==> config.mk <==
export PLATFORM = sky130hd
export DESIGN_NAME = sha1_block_seed_derivation
export DESIGN_NICKNAME = d
export VERILOG_FILES = /design/src/rtl/sbsd_pkg.sv /design/src/rtl/sha1_block_seed_derivation.sv /design/src/rtl/sbsd_front.sv /design/src/rtl/sbsd_queue.sv /design/src/rtl/sbsd_back.sv
export SDC_FILE = /design/constraint.sdc
export NUM_CORES = 2
export LEC_CHECK = 0
export BUFFER_PORTS_ARGS = -buffer_cell sky130_fd_sc_hd__buf_2
export CAP_MARGIN = 40
export CORE_ASPECT_RATIO = 0.75
export CORE_MARGIN = 1
export CORE_UTILIZATION = 48
export DETAILED_ROUTE_END_ITERATION = 10
export RECOVER_POWER = 100
export SYNTH_ARGS = -nofsm -noshare
export SYNTH_HDL_FRONTEND = slang
export SYNTH_SLANG_ARGS = --single-unit
==> constraint.sdc <==
create_clock -name clk -period 16.1 [get_ports clk]
set_input_delay 1.61 -clock clk [delete_from_list [all_inputs] [get_ports clk]]
set_output_delay 1.61 -clock clk [all_outputs]
set_load 0.01 [all_outputs]
==> src/rtl/sbsd_pkg.sv <==
// Shared types and constants for the SHA-1 block seed derivation engine.
// No dependencies; every other rtl file refers to this package by scoped names.
`default_nettype none

package sbsd_pkg;

	// Queue between the word front end and the compression back end
	localparam int QUEUE_DEPTH = 4;
	localparam int QUEUE_PTR_W = $clog2(QUEUE_DEPTH);
	localparam int QUEUE_CNT_W = $clog2(QUEUE_DEPTH + 1);

	// Words per block and rounds per block
	localparam logic [3:0] WORD_LAST  = 4'd15;
	localparam logic [6:0] ROUND_LAST = 7'd79;
	localparam logic [6:0] ROUND_W_EXP = 7'd16;
	localparam logic [6:0] ROUND_P2   = 7'd20;
	localparam logic [6:0] ROUND_P3   = 7'd40;
	localparam logic [6:0] ROUND_P4   = 7'd60;

	// SHA-1 round constants
	localparam logic [31:0] RK0 = 32'h5A827999;
	localparam logic [31:0] RK1 = 32'h6ED9EBA1;
	localparam logic [31:0] RK2 = 32'h8F1BBCDC;
	localparam logic [31:0] RK3 = 32'hCA62C1D6;

	// SHA-1 initial chaining values
	localparam logic [31:0] IV0 = 32'h67452301;
	localparam logic [31:0] IV1 = 32'hEFCDAB89;
	localparam logic [31:0] IV2 = 32'h98BADCFE;
	localparam logic [31:0] IV3 = 32'h10325476;
	localparam logic [31:0] IV4 = 32'hC3D2E1F0;

	// Configuration register reset values
	localparam logic [63:0] LCG_MUL_RESET = 64'd6726226163547670885;
	localparam logic [63:0] LCG_INC_RESET = 64'd2531011;

	// Configuration register index, taken from paddr[3]
	localparam logic REG_LCG_MUL = 1'b0;
	localparam logic REG_LCG_INC = 1'b1;

	// Multiply step codes of the LCG sequence
	localparam logic [1:0] MSTEP_LL = 2'd0;
	localparam logic [1:0] MSTEP_LH = 2'd1;
	localparam logic [1:0] MSTEP_HL = 2'd2;
	localparam logic [1:0] MSTEP_END = 2'd3;

	// One queued message word, tagged with its place in the block
	typedef struct packed {
		logic [31:0] word;
		logic        last;
	} word_entry_t;

	// Back end sequencer states
	typedef enum logic [2:0] {
		ST_LOAD,
		ST_ROUND,
		ST_FINAL,
		ST_MUL,
		ST_EMIT
	} back_state_t;

	// Reverse the byte order of a 32-bit word
	function automatic logic [31:0] bswap32(input logic [31:0] x);
		return {x[7:0], x[15:8], x[23:16], x[31:24]};
	endfunction

endpackage

`default_nettype wire

==> src/rtl/sha1_block_seed_derivation.sv <==
// SHA-1 block seed derivation. Feed one padded 512-bit block as sixteen 32-bit
// message words, word 0 first; after the sixteenth word the block returns one
// result beat with pre_seed (byte-swapped H1 high, byte-swapped H0 low) and seed
// (pre_seed * lcg_multiplier + lcg_increment mod 2^64). Words 0 to 14 give no
// result. A word enters a four-entry queue; the back end pulls one word per cycle
// into its schedule window while it waits for a block, then works on the block:
// 80 rounds in one round unit (one round per cycle), forming the pre-seed, the
// LCG step on the shared 32x32 multiplier and the hand-off of the result. Only
// then does it take the next block, so the single round unit sets the rate. The
// front end keeps taking words into the queue while the rounds run, until the
// queue is full. lcg_multiplier sits at byte address 0 and lcg_increment at 8,
// both 64-bit; write them only while no block is in flight.
// Depends on sbsd_pkg, sbsd_front, sbsd_queue and sbsd_back.
`default_nettype none

module sha1_block_seed_derivation (
	input  wire logic        clk,
	input  wire logic        arst_n,
	// Message word channel
	input  wire logic        word_valid,
	output logic             word_stall,
	input  wire logic [31:0] message_word,
	// Result channel
	output logic             result_valid,
	input  wire logic        result_stall,
	output logic [63:0]      pre_seed,
	output logic [63:0]      seed,
	// Configuration port
	input  wire logic        psel,
	input  wire logic        penable,
	input  wire logic        pwrite,
	input  wire logic [3:0]  paddr,
	input  wire logic [63:0] pwdata,
	output logic [63:0]      prdata,
	output logic             pready
);

	logic [63:0] lcg_mul_q;
	logic [63:0] lcg_inc_q;
	logic        cfg_write;

	logic                  q_full;
	logic                  q_push;
	logic                  q_pop;
	logic                  q_valid;
	sbsd_pkg::word_entry_t push_entry;
	sbsd_pkg::word_entry_t head_entry;

	// Register file
	assign pready    = 1'b1;
	assign cfg_write = psel && penable && pwrite && pready;

	always_ff @(posedge clk or negedge arst_n) begin
		if (!arst_n) begin
			lcg_mul_q <= sbsd_pkg::LCG_MUL_RESET;
			lcg_inc_q <= sbsd_pkg::LCG_INC_RESET;
		end else if (cfg_write) begin
			case (paddr[3])
				sbsd_pkg::REG_LCG_MUL: lcg_mul_q <= pwdata;
				sbsd_pkg::REG_LCG_INC: lcg_inc_q <= pwdata;
				default:               lcg_mul_q <= lcg_mul_q;
			endcase
		end
	end

	always_comb begin
		case (paddr[3])
			sbsd_pkg::REG_LCG_MUL: prdata = lcg_mul_q;
			sbsd_pkg::REG_LCG_INC: prdata = lcg_inc_q;
			default:               prdata = '0;
		endcase
	end

	sbsd_front u_front (
		.clk          (clk),
		.arst_n       (arst_n),
		.word_valid   (word_valid),
		.word_stall   (word_stall),
		.message_word (message_word),
		.q_full       (q_full),
		.q_push       (q_push),
		.q_entry      (push_entry)
	);

	sbsd_queue u_queue (
		.clk        (clk),
		.arst_n     (arst_n),
		.push       (q_push),
		.push_entry (push_entry),
		.full       (q_full),
		.pop        (q_pop),
		.head_valid (q_valid),
		.head_entry (head_entry)
	);

	sbsd_back u_back (
		.clk          (clk),
		.arst_n       (arst_n),
		.q_valid      (q_valid),
		.q_entry      (head_entry),
		.q_pop        (q_pop),
		.lcg_mul      (lcg_mul_q),
		.lcg_inc      (lcg_inc_q),
		.result_valid (result_valid),
		.result_stall (result_stall),
		.pre_seed     (pre_seed),
		.seed         (seed)
	);

endmodule

`default_nettype wire

==> src/rtl/sbsd_front.sv <==
// Front end: takes message words, counts them within the block and tags the last one.
// Depends on sbsd_pkg for the queue entry type and the word count limit.
`default_nettype none

module sbsd_front (
	input  wire logic                 clk,
	input  wire logic                 arst_n,
	input  wire logic                 word_valid,
	output logic                      word_stall,
	input  wire logic [31:0]          message_word,
	input  wire logic                 q_full,
	output logic                      q_push,
	output sbsd_pkg::word_entry_t     q_entry
);

	logic [3:0] count_q;

	// Stall while the queue has no room
	assign word_stall = q_full;
	assign q_push     = word_valid && !q_full;

	// Tag the sixteenth word of the block
	always_comb begin
		q_entry.word = message_word;
		q_entry.last = (count_q == sbsd_pkg::WORD_LAST);
	end

	// Advance the word count, wrapping after the last word
	always_ff @(posedge clk or negedge arst_n) begin
		if (!arst_n) begin
			count_q <= '0;
		end else if (q_push) begin
			count_q <= count_q + 4'd1;
		end
	end

endmodule

`default_nettype wire

==> src/rtl/sbsd_queue.sv <==
// Short FIFO of tagged message words between the front end and the back end.
// Depends on sbsd_pkg for the entry type and depth constants.
`default_nettype none

module sbsd_queue (
	input  wire logic                  clk,
	input  wire logic                  arst_n,
	input  wire logic                  push,
	input  wire sbsd_pkg::word_entry_t push_entry,
	output logic                       full,
	input  wire logic                  pop,
	output logic                       head_valid,
	output sbsd_pkg::word_entry_t      head_entry
);

	sbsd_pkg::word_entry_t                 slot_q [sbsd_pkg::QUEUE_DEPTH];
	logic [sbsd_pkg::QUEUE_PTR_W-1:0]      wr_ptr_q;
	logic [sbsd_pkg::QUEUE_PTR_W-1:0]      rd_ptr_q;
	logic [sbsd_pkg::QUEUE_CNT_W-1:0]      count_q;
	logic                                  do_push;
	logic                                  do_pop;

	assign full       = (count_q == sbsd_pkg::QUEUE_CNT_W'(sbsd_pkg::QUEUE_DEPTH));
	assign head_valid = (count_q != '0);
	assign head_entry = slot_q[rd_ptr_q];
	assign do_push    = push && !full;
	assign do_pop     = pop && head_valid;

	// Store pushed entries
	always_ff @(posedge clk) begin
		if (do_push) begin
			slot_q[wr_ptr_q] <= push_entry;
		end
	end

	// Advance pointers and fill level
	always_ff @(posedge clk or negedge arst_n) begin
		if (!arst_n) begin
			wr_ptr_q <= '0;
			rd_ptr_q <= '0;
			count_q  <= '0;
		end else begin
			if (do_push) begin
				wr_ptr_q <= wr_ptr_q + 1'b1;
			end
			if (do_pop) begin
				rd_ptr_q <= rd_ptr_q + 1'b1;
			end
			case ({do_push, do_pop})
				2'b10:   count_q <= count_q + 1'b1;
				2'b01:   count_q <= count_q - 1'b1;
				default: count_q <= count_q;
			endcase
		end
	end

endmodule

`default_nettype wire

==> src/rtl/sbsd_back.sv <==
// Back end: loads the schedule window, runs the 80 SHA-1 rounds, forms the
// pre-seed, applies the LCG step with one shared 32x32 multiplier and holds the result.
// Depends on sbsd_pkg for constants, the queue entry type and the state type.
`default_nettype none

module sbsd_back (
	input  wire logic                  clk,
	input  wire logic                  arst_n,
	input  wire logic                  q_valid,
	input  wire sbsd_pkg::word_entry_t q_entry,
	output logic                       q_pop,
	input  wire logic [63:0]           lcg_mul,
	input  wire logic [63:0]           lcg_inc,
	output logic                       result_valid,
	input  wire logic                  result_stall,
	output logic [63:0]                pre_seed,
	output logic [63:0]                seed
);

	sbsd_pkg::back_state_t state_q;
	sbsd_pkg::back_state_t state_d;

	logic [31:0] win_q [16];
	logic [31:0] a_q, b_q, c_q, d_q, e_q;
	logic [6:0]  rnd_q;
	logic [1:0]  mstep_q;
	logic [63:0] pre_q;
	logic [63:0] acc_q;
	logic [63:0] prod_q;
	logic        ovalid_q;
	logic [63:0] pre_seed_q;
	logic [63:0] seed_q;

	logic        load_word;
	logic        emit;
	logic        out_free;
	logic [31:0] wt;
	logic [31:0] w_mix;
	logic [31:0] f;
	logic [31:0] k;
	logic [31:0] tmp;
	logic [31:0] mop_a;
	logic [31:0] mop_b;
	logic [63:0] prod_d;

	assign out_free = !ovalid_q || !result_stall;

	// Next state
	always_comb begin
		state_d = state_q;
		case (state_q)
			sbsd_pkg::ST_LOAD: begin
				if (q_valid && q_entry.last) begin
					state_d = sbsd_pkg::ST_ROUND;
				end
			end
			sbsd_pkg::ST_ROUND: begin
				if (rnd_q == sbsd_pkg::ROUND_LAST) begin
					state_d = sbsd_pkg::ST_FINAL;
				end
			end
			sbsd_pkg::ST_FINAL: state_d = sbsd_pkg::ST_MUL;
			sbsd_pkg::ST_MUL: begin
				if (mstep_q == sbsd_pkg::MSTEP_END) begin
					state_d = sbsd_pkg::ST_EMIT;
				end
			end
			sbsd_pkg::ST_EMIT: begin
				if (out_free) begin
					state_d = sbsd_pkg::ST_LOAD;
				end
			end
			default: state_d = sbsd_pkg::ST_LOAD;
		endcase
	end

	// Sequencer outputs
	always_comb begin
		load_word = 1'b0;
		emit      = 1'b0;
		case (state_q)
			sbsd_pkg::ST_LOAD: load_word = q_valid;
			sbsd_pkg::ST_EMIT: emit      = out_free;
			default: begin
				load_word = 1'b0;
				emit      = 1'b0;
			end
		endcase
	end

	assign q_pop = load_word;

	// Schedule word and round function
	always_comb begin
		w_mix = win_q[13] ^ win_q[8] ^ win_q[2] ^ win_q[0];
		wt    = (rnd_q < sbsd_pkg::ROUND_W_EXP) ? win_q[0] : {w_mix[30:0], w_mix[31]};
		if (rnd_q < sbsd_pkg::ROUND_P2) begin
			f = (b_q & c_q) | (~b_q & d_q);
			k = sbsd_pkg::RK0;
		end else if (rnd_q < sbsd_pkg::ROUND_P3) begin
			f = b_q ^ c_q ^ d_q;
			k = sbsd_pkg::RK1;
		end else if (rnd_q < sbsd_pkg::ROUND_P4) begin
			f = (b_q & c_q) | ((b_q | c_q) & d_q);
			k = sbsd_pkg::RK2;
		end else begin
			f = b_q ^ c_q ^ d_q;
			k = sbsd_pkg::RK3;
		end
		tmp = {a_q[26:0], a_q[31:27]} + f + e_q + k + wt;
	end

	// Select operands of the shared multiplier
	always_comb begin
		case (mstep_q)
			sbsd_pkg::MSTEP_LL: begin
				mop_a = pre_q[31:0];
				mop_b = lcg_mul[31:0];
			end
			sbsd_pkg::MSTEP_LH: begin
				mop_a = pre_q[31:0];
				mop_b = lcg_mul[63:32];
			end
			sbsd_pkg::MSTEP_HL: begin
				mop_a = pre_q[63:32];
				mop_b = lcg_mul[31:0];
			end
			default: begin
				mop_a = '0;
				mop_b = '0;
			end
		endcase
		prod_d = {32'h0, mop_a} * {32'h0, mop_b};
	end

	// Shift the schedule window: load words, then recirculate and expand
	always_ff @(posedge clk) begin
		if (load_word || state_q == sbsd_pkg::ST_ROUND) begin
			for (int i = 0; i < 15; i++) begin
				win_q[i] <= win_q[i+1];
			end
			win_q[15] <= load_word ? q_entry.word : wt;
		end
	end

	// Working variables, pre-seed and LCG datapath
	always_ff @(posedge clk) begin
		case (state_q)
			sbsd_pkg::ST_LOAD: begin
				a_q <= sbsd_pkg::IV0;
				b_q <= sbsd_pkg::IV1;
				c_q <= sbsd_pkg::IV2;
				d_q <= sbsd_pkg::IV3;
				e_q <= sbsd_pkg::IV4;
			end
			sbsd_pkg::ST_ROUND: begin
				e_q <= d_q;
				d_q <= c_q;
				c_q <= {b_q[1:0], b_q[31:2]};
				b_q <= a_q;
				a_q <= tmp;
			end
			sbsd_pkg::ST_FINAL: begin
				pre_q <= {sbsd_pkg::bswap32(sbsd_pkg::IV1 + b_q),
					sbsd_pkg::bswap32(sbsd_pkg::IV0 + a_q)};
				acc_q <= lcg_inc;
			end
			sbsd_pkg::ST_MUL: begin
				prod_q <= prod_d;
				case (mstep_q)
					sbsd_pkg::MSTEP_LH:  acc_q <= acc_q + prod_q;
					sbsd_pkg::MSTEP_HL:  acc_q <= acc_q + {prod_q[31:0], 32'h0};
					sbsd_pkg::MSTEP_END: acc_q <= acc_q + {prod_q[31:0], 32'h0};
					default:             acc_q <= acc_q;
				endcase
			end
			default: begin
				acc_q <= acc_q;
			end
		endcase
	end

	// Hold the result until the consumer takes it
	always_ff @(posedge clk) begin
		if (emit) begin
			pre_seed_q <= pre_q;
			seed_q     <= acc_q;
		end
	end

	// Control registers
	always_ff @(posedge clk or negedge arst_n) begin
		if (!arst_n) begin
			state_q  <= sbsd_pkg::ST_LOAD;
			rnd_q    <= '0;
			mstep_q  <= '0;
			ovalid_q <= 1'b0;
		end else begin
			state_q <= state_d;
			if (state_q == sbsd_pkg::ST_ROUND) begin
				rnd_q <= rnd_q + 7'd1;
			end else begin
				rnd_q <= '0;
			end
			if (state_q == sbsd_pkg::ST_MUL) begin
				mstep_q <= mstep_q + 2'd1;
			end else begin
				mstep_q <= '0;
			end
			if (emit) begin
				ovalid_q <= 1'b1;
			end else if (!result_stall) begin
				ovalid_q <= 1'b0;
			end
		end
	end

	assign result_valid = ovalid_q;
	assign pre_seed     = pre_seed_q;
	assign seed         = seed_q;

endmodule

`default_nettype wire

### Yosys cells after proc, flatten, opt, wreduce, memory -nomap -nowiden

Memory sizes are Yosys's and may differ from the RTL's.
Index checks and enable logic that the tools add are counted.
W data, S select, Z words.

* flip-flop bits (word level): 632
* RAM bits: 644
* bits of input ports: 107
* logic and storage cells: 131
* memories kept: 2

* $add $sub $neg: 15
* multipliers: 1
* magnitude comparators: 4
* eq/ne operators: 18
* muxes and demuxes: 34
* bitwise operators: 13
* reductions and logical operators: 24

Memories
* u_back.win_q: words 16, width 32, read ports 16, clocked after Yosys merged registers in 0, write ports 16, line sbsd_back.sv:23 `logic [31:0] win_q [16];`
* u_queue.slot_q: words 4, width 33, read ports 1, clocked after Yosys merged registers in 0, write ports 1, line sbsd_queue.sv:16 `sbsd_pkg::word_entry_t slot_q [sbsd_pkg::QUEUE_DEPTH];`

Operators with widths (count)
* $pmux W32 S2: 7
* $pmux W64 S2: 3
* $mux W32: 7
* $xor A32 B32 Y32: 5
* $add A32 B32 Y32: 4
* $add A64 B64 Y64: 2
* $and A32 B32 Y32: 3
* $or A32 B32 Y32: 3
* $mul A32 B32 Y64: 1
* $add A31 B32 Y32 const A: 1
* $add A32 B32 Y32 const A: 1
* $not A32 Y32: 1
* $mux W31: 1
* $pmux W3 S5: 1
* $lt A7 B5 Y1 const B: 2
* $lt A7 B6 Y1 const B: 2
* $mux W3: 4
* $ne A2 B1 Y1 const B: 5
* $mux W1: 8
* $add A7 B1 Y7 const B: 1
* $eq A7 B7 Y1 const B: 1
* $mux W7: 1
* $add A2 B1 Y2 const B: 3
* $eq A2 B2 Y1 const B: 3
* other kinds (22): 39

### Depth between registers and ports, before layout

* word-level depth: 11
* mapped depth: 37

### Modules after synthesis

Synthesis repeated with hierarchy kept, for this count alone.

* cells, all modules: 7627
* area, all modules: 89814.9 um^2

Modules (own cells, without submodules)
* sbsd_back: instances 1, cells an instance 7026, area an instance 78271.3 um^2
* sha1_block_seed_derivation: instances 1, cells an instance 344, area an instance 5838.1 um^2
* sbsd_queue: instances 1, cells an instance 210, area an instance 5240.0 um^2
* sbsd_front: instances 1, cells an instance 47, area an instance 465.4 um^2

### Least setup slack after synthesis

No wires, ideal clock.

* kind: flip-flop to flip-flop
* start point: register u_back.state_q[1]
* end point: memory u_back.win_q[0][0], enable pin
* data arrival time: 9642 ps
* data required time: 12469 ps
* path slack: 2827 ps
* cell stages (with the launch flop): 7
* clock period less this slack: 13273 ps
* path through: dfrtp_1 clkbuf_1 nor2_1 nand2_1 clkbuf_1 buf_1 nand2_1

RTL lines
* start: declaration: line sbsd_back.sv:20 `sbsd_pkg::back_state_t state_q;`
* start signal: assignment: line sbsd_back.sv:194 `state_q <= sbsd_pkg::ST_LOAD;`
* start signal: assignment: line sbsd_back.sv:199 `state_q <= state_d;`
* end: declaration: line sbsd_back.sv:23

### Worst setup path in the final report

* start point: register u_back.mstep_q[1]
* end point: register u_back.prod_q[62] (data pin)

* longest elaborated chain between the ends: 4
* elaborated cells between the ends (all ways): 8
* classes of those cells: 1 x mul; 2 x eq/ne; 2 x mux; 3 x reduce/logical

RTL lines
* start: declaration: line sbsd_back.sv:26 `logic [1:0] mstep_q;`
* start signal: assignment: line sbsd_back.sv:206 `mstep_q <= mstep_q + 2'd1;`
* $eq A2 B1 Y1, or another cell as far along: line sbsd_back.sv:115 `case (mstep_q)`
* $reduce_or A2 Y1 (no line)
* $pmux W32 S2: line sbsd_back.sv:115
* $mul A32 B32 Y64 *: line sbsd_back.sv:133 `prod_d = {32'h0, mop_a} * {32'h0, mop_b};`
* named net u_back.prod_d[62]: line sbsd_back.sv:44 `logic [63:0] prod_d;`
* end signal: assignment: line sbsd_back.sv:169 `prod_q <= prod_d;`
* end: declaration: line sbsd_back.sv:29 `logic [63:0] prod_q;`

Mark *: on every way through the listed nets, which the timed path passes. The rest lies on a longest branch.
A chain may end at the register's enable or synchronous reset.

==> out/summary.txt <==
Core Area: 184,000 µm²
vias per cell: 5.77
post-synth net total: 9,118
CTS tree: yes
initial core utilization: 0.485
# nets final: 9,338
die footprint: 187,000 µm²
Total GRT Usage: 0.305
Row Count: 136
DR DRC count: 0
ys flop type: edfxtp_1
GPL Wtd Cong: 0.999
RSZ-0062 raised after global routing: no
post-synthesis cell count: 7,558
max-cap viol count: 36
crit path time final: 12.85 ns
Bufs and invs on worst path: 10
total gr overflow: 0
Root Driver: clkbuf_16
Reg area: 37,600 µm²
CTS resizes: 0
violated checks: capacitance limit, slew limit
Syn Std Cell Area: 89,100 µm²
die height: 375 µm
first-pass GRT wire length: 410 mm
Clock Skews: 0.115 ns
CP peak stage delay: 2.38 ns
hold crit path type: reg2reg
number of DRC markers in iteration 0: 6,508
final setup violating endpoints: 0
worst path arrival time: 13.37 ns
antenna violations before repair: 21
status: finished with violations
clock-pin transition on the worst setup and hold timing paths: 0.06 ns
crit end category: flip-flop
fill count: 15.9k
die width: 500 µm
worst path required time: 16.63 ns
register area share after synthesis: 0.422
most common cell after layout, fill and taps aside: edfxtp_1
Max Clock Freq: 77.8 MHz
FF+latch count, synth: 1,276
final setup TNS: 0 ns
area grow syn2layout: 9.08%
post-route antenna net violation count: 0
Most Frequent Cell on Critical Path: fa_1
Post-synth EDFFs: 1,124
most frequent cells in the layout: edfxtp_1 (1,124), fa_1 (1,018), inv_1 (953)
Avg Cell Area, Syn: 11.8 µm²
worst relative slew slack: -5.60
final hold vios: 0
Pre-Repair DR Iteration Count: 6
smallest hold slack: 0.330 ns
cell area after layout: 97,200 µm²
routed wire length: 285 mm
CTS Buf Count: 119
Post-CTS Setup Inserts: 0
Final period util: 0.798
synth top area cells: edfxtp_1 (38%), fa_1 (23%), ha_1 (6.1%)
clk_lat worst skew: 0.81 ns
Synth warnings: 0
CTS sink cnt: 1,276
Via Count: 59.5k
Yosys top cell area share: 0.379
deepest clock path buffer count: 3
ys async rst share: 0.119
crit-path leading delay family: adder cells
Top Ports: 302
port buffer count: 297
area of the multi-input gates: 46,600 µm²
Yosys top cell by area: edfxtp_1
share of layout cells above drive strength 1: 0.0929
Area after DPL: 93,800 µm²
Critical Path Start Type: flip-flop
largest net degree at the start of global routing: 201
Crit Path Max Fanout: 64
CTS Hold Bufs: 0
Pins Over Slew Limit: 1,766
H-tree Lvls: 3
Cell variety after synth: 92
Critical-path top delay cell: clkbuf_1
Detailed Place HPWL: 216 mm
slew of the pin with the lowest slew margin: 9.89 ns
Setup CP Type: reg2reg
drt wl/cell: 27.7 µm
vias in the first global route: 58.9k
layer usage:
layer,global-route usage,up-vias,share of wire
met3,0.0874,360,0.12
met4,0.0867,0,0.028
met1,0.467,30600,0.45
li1,-,25500,-
met5,0,-,0
met2,0.419,3030,0.41
sequential cells by signal (all words and copies together), names as in the netlist, 3 cells and up:
name,flops
lcg_mul_q,64
u_back.c_q,32
u_back.state_q,3
u_back.pre_q,64
u_queue.count_q,3
u_back.prod_q,64
u_queue.slot_q,132
u_back.b_q,32
u_back.e_q,32
u_front.count_q,4
u_back.d_q,32
u_back.pre_seed,64
u_back.rnd_q,7
lcg_inc_q,64
u_back.acc_q,64
u_back.a_q,32
u_back.win_q,512
u_back.seed,64
Yosys cell counts, types with 39 or more instances:
| cell | count |
|---|---|
| a21o_1 | 95 |
| a21oi_1 | 243 |
| a22oi_1 | 69 |
| and3_1 | 75 |
| clkbuf_1 | 325 |
| dfrtp_1 | 111 |
| dfstp_2 | 41 |
| edfxtp_1 | 1124 |
| fa_1 | 1018 |
| ha_1 | 435 |
| inv_1 | 954 |
| mux2_2 | 194 |
| nand2_1 | 751 |
| nand2b_1 | 92 |
| nand3_1 | 60 |
| nand4_1 | 43 |
| nor2_1 | 836 |
| nor2b_1 | 48 |
| o21ai_0 | 189 |
| or2_2 | 39 |
| xnor2_1 | 220 |
| xor2_1 | 114 |
final timing paths:
path | startpoint | end | slack, ns | cells past startpoint
worst max-delay path | u_back.mstep_q[1] | u_back.prod_q[62] | 3.25 | 30
max in group asynchronous | arst_n | lcg_mul_q[50] | 8.07 | 3
worst min register to register | u_back.win_q[12][9] | u_back.win_q[11][9] | 0.33 | 0
worst min-delay path | u_back.win_q[12][9] | u_back.win_q[11][9] | 0.33 | 0
worst max register to register | u_back.mstep_q[1] | u_back.prod_q[62] | 3.25 | 30
min in group asynchronous | arst_n | u_queue.rd_ptr_q[0] | 2.62 | 1
final cells by class:
cell class                      count  share of cell area
Multi-Input combinational cell   4967               0.479
Sequential cell                  1276               0.387
Inverter                          954              0.0369
Clock buffer                      152              0.0328
Tap cell                         2415              0.0311
Timing Repair Buffer              460              0.0245
Clock inverter                     69             0.00810
Antenna cell                       12            0.000309
through the flow:
step	utilization	std cells	setup slack [ns]
6_report	0.529	10300	3.25
5_1_grt	0.529	10300	2.64
4_1_cts	0.532	10300	5.78
3_5_place_dp	0.511	10100	5.84
3_3_place_gp	0.508	10000	5.85
2_1_floorplan	-	7558	2.83
cells by family after synthesis:
| group | after synthesis | share of synthesized area |
|---|---|---|
| simple gates | 2042 | 0.0981 |
| buf+inv | 1315 | 0.0568 |
| compound gates | 903 | 0.0667 |
| other cells | 1 | 0.0000421 |
| flops | 1276 | 0.422 |
| fa+ha+maj | 1453 | 0.290 |
| mux | 234 | 0.0336 |
| xor+xnor | 334 | 0.0328 |
Power is left out: the tool's default activity adds up to more than one toggle a clock period on the data nets, which glitch-free logic cannot reach.
